$ cat src/rtl/assert_macros.svh
// Assertion macros used by the top-level RTL file.
`ifndef ASSERT_MACROS_SVH
`define ASSERT_MACROS_SVH
`ifndef SYNTHESIS
// Property that must hold at every clock edge outside reset.
`define GBN_ASSERT_ALWAYS(lbl, clk, rst, prop) \
   lbl: assert property (@(posedge clk) disable iff (rst) (prop)) \
      else $error("greedy_box_nms: invariant violated");
// Consequent must hold in the same cycle as the antecedent.
`define GBN_ASSERT_IMPLY(lbl, clk, rst, ante, cons) \
   lbl: assert property (@(posedge clk) disable iff (rst) (ante) |-> (cons)) \
      else $error("greedy_box_nms: implication violated");
// Consequent must hold in the cycle after the antecedent.
`define GBN_ASSERT_NEXT(lbl, clk, rst, ante, cons) \
   lbl: assert property (@(posedge clk) disable iff (rst) (ante) |=> (cons)) \
      else $error("greedy_box_nms: next-cycle implication violated");
`else
`define GBN_ASSERT_ALWAYS(lbl, clk, rst, prop)
`define GBN_ASSERT_IMPLY(lbl, clk, rst, ante, cons)
`define GBN_ASSERT_NEXT(lbl, clk, rst, ante, cons)
`endif
`endif

$ cat src/rtl/gbn_pkg.sv
// Shared constants and types of the greedy box suppression block.
package gbn_pkg;

   localparam int MaxKept   = 64;
   localparam int MaxBoxes  = 4096;

   localparam int CoordW    = 16;
   localparam int SizeW     = 15;
   localparam int AreaW     = 2 * SizeW;
   localparam int UnionW    = AreaW + 1;
   localparam int ThrW      = 16;
   localparam int ProdW     = ThrW + UnionW;
   localparam int IndexW    = 12;

   localparam int IdxW      = (MaxKept > 1) ? $clog2(MaxKept) : 1;
   localparam int CountW    = $clog2(MaxKept + 1);
   localparam int BoxCountW = $clog2(MaxBoxes);

   localparam logic [ThrW-1:0] ThrResetValue = 16'd39322;

   // One box as held in the kept list.
   typedef struct packed {
      logic signed [CoordW-1:0] left;
      logic signed [CoordW-1:0] top;
      logic [SizeW-1:0]         width;
      logic [SizeW-1:0]         height;
      logic [AreaW-1:0]         area;
   } entry_type;

   // Status of the overlap unit toward the sequencer.
   typedef struct packed {
      logic busy;
      logic hit;
   } iou_status_type;

endpackage

$ cat src/rtl/gbn_iou.sv
// Pipelined overlap test of the candidate box against one kept box per cycle.
module gbn_iou (
   input  logic                        clock,
   input  logic                        reset,
   input  logic                        in_valid,
   input  gbn_pkg::entry_type          kept,
   input  gbn_pkg::entry_type          cand,
   input  logic [gbn_pkg::ThrW-1:0]    thr,
   output gbn_pkg::iou_status_type     status
);

   // Overlap of [a0, a0+al) and [b0, b0+bl), zero when not positive.
   function automatic logic [gbn_pkg::SizeW-1:0] overlap(
      input logic signed [gbn_pkg::CoordW-1:0] a0,
      input logic [gbn_pkg::SizeW-1:0]         al,
      input logic signed [gbn_pkg::CoordW-1:0] b0,
      input logic [gbn_pkg::SizeW-1:0]         bl
   );
      logic signed [gbn_pkg::CoordW:0]   a_end;
      logic signed [gbn_pkg::CoordW:0]   b_end;
      logic signed [gbn_pkg::CoordW:0]   hi;
      logic signed [gbn_pkg::CoordW-1:0] lo;
      logic signed [gbn_pkg::CoordW+1:0] diff;
      a_end = $signed({a0[gbn_pkg::CoordW-1], a0}) + $signed({2'b00, al});
      b_end = $signed({b0[gbn_pkg::CoordW-1], b0}) + $signed({2'b00, bl});
      hi    = (a_end < b_end) ? a_end : b_end;
      lo    = (a0 > b0) ? a0 : b0;
      diff  = $signed({hi[gbn_pkg::CoordW], hi}) - $signed({{2{lo[gbn_pkg::CoordW-1]}}, lo});
      return (diff > 0) ? diff[gbn_pkg::SizeW-1:0] : '0;
   endfunction

   // Stage 1: side lengths of the intersection.
   logic                          s1_valid_ff;
   logic [gbn_pkg::SizeW-1:0]     s1_iw_ff, s1_ih_ff;
   logic [gbn_pkg::AreaW-1:0]     s1_karea_ff;
   // Stage 2: intersection area.
   logic                          s2_valid_ff;
   logic [gbn_pkg::AreaW-1:0]     s2_inter_ff, s2_karea_ff;
   // Stage 3: union area.
   logic                          s3_valid_ff;
   logic [gbn_pkg::AreaW-1:0]     s3_inter_ff;
   logic [gbn_pkg::UnionW-1:0]    s3_uni_ff;
   // Stage 4: threshold times union.
   logic                          s4_valid_ff;
   logic [gbn_pkg::AreaW-1:0]     s4_inter_ff;
   logic [gbn_pkg::ProdW-1:0]     s4_prod_ff;

   logic [gbn_pkg::ProdW-1:0]     scaled_inter;

   always_ff @(posedge clock) begin
      if (reset) begin
         s1_valid_ff <= 1'b0;
         s2_valid_ff <= 1'b0;
         s3_valid_ff <= 1'b0;
         s4_valid_ff <= 1'b0;
      end else begin
         s1_valid_ff <= in_valid;
         s2_valid_ff <= s1_valid_ff;
         s3_valid_ff <= s2_valid_ff;
         s4_valid_ff <= s3_valid_ff;
      end
   end

   always_ff @(posedge clock) begin
      s1_iw_ff    <= overlap(cand.left, cand.width, kept.left, kept.width);
      s1_ih_ff    <= overlap(cand.top, cand.height, kept.top, kept.height);
      s1_karea_ff <= kept.area;

      s2_inter_ff <= gbn_pkg::AreaW'(s1_iw_ff) * gbn_pkg::AreaW'(s1_ih_ff);
      s2_karea_ff <= s1_karea_ff;

      s3_inter_ff <= s2_inter_ff;
      s3_uni_ff   <= gbn_pkg::UnionW'(cand.area) + gbn_pkg::UnionW'(s2_karea_ff)
                     - gbn_pkg::UnionW'(s2_inter_ff);

      s4_inter_ff <= s3_inter_ff;
      s4_prod_ff  <= gbn_pkg::ProdW'(thr) * gbn_pkg::ProdW'(s3_uni_ff);
   end

   // The intersection scaled by 2^16 against threshold times union.
   assign scaled_inter = {1'b0, s4_inter_ff, 16'h0000};

   assign status.busy = s1_valid_ff | s2_valid_ff | s3_valid_ff | s4_valid_ff;
   assign status.hit  = s4_valid_ff && (scaled_inter > s4_prod_ff);

endmodule

$ cat config.mk
export PLATFORM = sky130hd
export DESIGN_NAME = gbn_iou
export DESIGN_NICKNAME = d
export VERILOG_FILES = /design/src/rtl/assert_macros.svh /design/src/rtl/gbn_pkg.sv /design/src/rtl/gbn_iou.sv
export SDC_FILE = /design/constraint.sdc
export NUM_CORES = 2
export LEC_CHECK = 0
export BUFFER_PORTS_ARGS = -buffer_cell sky130_fd_sc_hd__buf_2
export CAP_MARGIN = 5
export CORE_MARGIN = 2
export CORE_UTILIZATION = 35
export CTS_CLUSTER_SIZE = 24
export DETAILED_ROUTE_END_ITERATION = 7
export GPL_TIMING_DRIVEN = 0
export PLACE_DENSITY = 0.55
export RECOVER_POWER = 50
export SETUP_SLACK_MARGIN = 0.3
export SLEW_MARGIN = 20
export SYNTH_ARGS = -nofsm -noshare
export SYNTH_HDL_FRONTEND = slang
export SYNTH_SLANG_ARGS = --single-unit
$ cat constraint.sdc
create_clock -name clock -period 13.4 [get_ports clock]
set_input_delay 1.34 -clock clock [delete_from_list [all_inputs] [get_ports clock]]
set_output_delay 1.34 -clock clock [all_outputs]
set_load 0.02 [all_outputs]
==> qor.csv <==
metric,value,unit
rows,120,
finalCritPeriodShare,0.612,
max_freq,0.122,GHz
critPathSlowestCell,a2111oi_1,
grt_max_degree,15,
clk_pin_slew_worst_paths,60,ps
routedWlPerCell,17.3,microns
nets,5608,
cts.sinks,262,
drc_errors,0,
seq_area,5250,sq um
fin_ws,5200,ps
tightest_slew,987,ps
grt_pass1_vias,29600,
worst_setup_path_start_kind,input pin,
die_h,331,microns
final_layout_size_suffix_gt1_frac,0.0711,
hold_start,s3_inter_ff[27],
placed_area,40200,sq um
dieArea,110000,sq um
core_area,107000,sq um
slew_violations,0,
viasPerCell,4.78,
worstSetupStartpoint,thr[1],
fin_hold_ws,322,ps
portBuffers,204,
synth_cell_types,85,
ctsResizeCount,0,
grt_overflow,0,
critPathMaxStageDelay,710,ps
antenna_found_initial,10,
ys_top_cells_by_count,"798 x inv_1, 607 x fa_1, 563 x nand2_1",
routed-via-count,27700,
setup_tns,0,ps
areaGrowthSynthToFinish,10.0,%
dp_slack,4500,ps
slew_headroom,0.342,
synth-async-reset-ratio,0,
cts_made_buffers,29,
yosysTopAreaCell,fa_1,
cts_hold_buf,0,
setup_viol,0,
syn_nets,5373,
initial_utilization,0.351,
maxCapViolCount,0,
cts_setup_buffers,0,
drt_pre_antenna_iters,5,
arrival,8690,ps
clk_path_buf_depth,3,
grt_pass1_wl,161000,microns
grtUsageTotal,0.189,
cts_root_buffer,clkbuf_16,
drtAntennaViolNets,0,
cp_top_family,adder cells,
syn_area_per_cell,9.06,sq um
ys_top_cells_by_area,"fa_1 32%, ha_1 14%, dfxtp_1 14%, inv_1 8.0%, nand2_1 5.6%",
worstSetupPathType,in -> reg,
cpMostUsedCell,fa_1,
min_period,8200,ps
multi_input_area,28700,sq um
fillCellCount,10900,
die_w,331,microns
clk_latency,610,ps
reg2reg_from,s3_uni_ff[10],
ys_ff_latch,262,
status,"finished, final reports clean",
hold_path_class,reg -> reg,
ys.flop_type,dfxtp_1,
syn_area,37500,sq um
synth_top_area_share,0.324,
finalHoldViolCount,0,
drt_iter0_markers,1227,
synth.most_common_cell,inv_1,
io_pins,205,
worstPathRequired,13890,ps
final_area,41200,sq um
synthesis.instances,4133,
synth-edff-count,0,
dp_hpwl,86200,microns
path_buf_inv,7,
ys_seq_area_frac,0.140,
tritoncts,done,
rsz0062_at_grt,false,
yosys_warnings,0,
final.setup_skew,53.2,ps
h-tree-depth,1,
crit_fanout,10,
wl,101000,microns
gp_congestion,0.930,
crit_path_end_kind,flop,
-- layout by cell type, fill, tap and decap left out, types with 36 or more instances in the layout --
| master | instances |
|---|---|
| a21oi_1 | 151 |
| dfxtp_1 | 262 |
| nor2b_1 | 43 |
| nand2_1 | 563 |
| mux2i_1 | 45 |
| and2_1 | 232 |
| xnor2_1 | 107 |
| o21ai_0 | 77 |
| clkbuf_1 | 122 |
| fa_1 | 607 |
| inv_1 | 798 |
| buf_2 | 197 |
| ha_1 | 430 |
| o21a_1 | 36 |
| xor2_1 | 55 |
| a21o_1 | 99 |
| nor2_1 | 127 |
-- final cells by class --
class                      count  share of cell area
multi-input combinational   2956               0.697
sequential                   262               0.127
inverter                     798              0.0727
tap                         1403              0.0426
timing repair buffer         204              0.0245
clock buffer                  36              0.0192
buffer                       117              0.0115
clock inverter                18             0.00471
antenna                        3            0.000182
-- registers in the layout, summed over array words and instances (netlist names) --
name	count
s3_inter_ff	30
s1_iw_ff	15
s1_ih_ff	15
s1_karea_ff	30
s2_inter_ff	30
s2_karea_ff	30
s4_valid_ff	1
s2_valid_ff	1
s3_uni_ff	31
s4_inter_ff	30
s4_prod_ff	47
s3_valid_ff	1
s1_valid_ff	1
-- path summary, 6_finish.rpt --
path | to | slack, ps | cells after the start
max | s4_prod_ff[42] | 5200 | 26
min | s4_inter_ff[27] | 320 | 0
max reg2reg | s4_prod_ff[42] | 5710 | 25
min reg2reg | s4_inter_ff[27] | 320 | 0
-- metal layers --
metal	up-vias	routed length, microns	track usage	share of wire
li1	13500	-	-	-
met1	13500	42900	0.239	0.43
met2	666	48100	0.330	0.48
met3	140	6130	0.0315	0.061
met4	12	3360	0.0590	0.033
met5	-	70	0	0.00070
-- per-stage QoR --
stage,std cells,util
6_report,5797,0.387
5_1_grt,5795,0.387
4_1_cts,5794,0.387
3_5_place_dp,5740,0.377
3_3_place_gp,5740,0.377
2_1_floorplan,4133,-
-- worst reg2reg max path, cell delays in order, from the launching register on --
cell	delay, ps
dfxtp_1	580
clkbuf_1	580
nand2_1	160
fa_1	520
inv_1	50
fa_1	540
inv_1	60
fa_1	500
inv_1	60
fa_1	540
inv_1	100
fa_1	500
inv_1	50
fa_1	450
ha_1	400
a21oi_1	120
o21bai_1	140
a21o_1	150
a41oi_1	80
a2111oi_1	710
nor2_1	250
o211ai_2	340
o31ai_1	140
o211a_1	270
o21ai_1	160
xnor2_1	150
-- cells by family (layout without fill, tap and decap cells) --
kind of cell | count (synthesis) | after routing | synth area share
buffers and inverters | 915 | 1173 | 0.0926
AO/OA/AOI/OAI | 536 | 536 | 0.0969
flip-flops | 262 | 262 | 0.140
XOR/XNOR | 163 | 163 | 0.0383
AND/OR/NAND/NOR | 1156 | 1156 | 0.146
adder cells (fa/ha/maj) | 1038 | 1038 | 0.468
multiplexers | 63 | 63 | 0.0176
other | 0 | 3 | 0
Power is left out: the tool's default activity adds up to more than one toggle a clock period on the data nets, which glitch-free logic cannot reach.
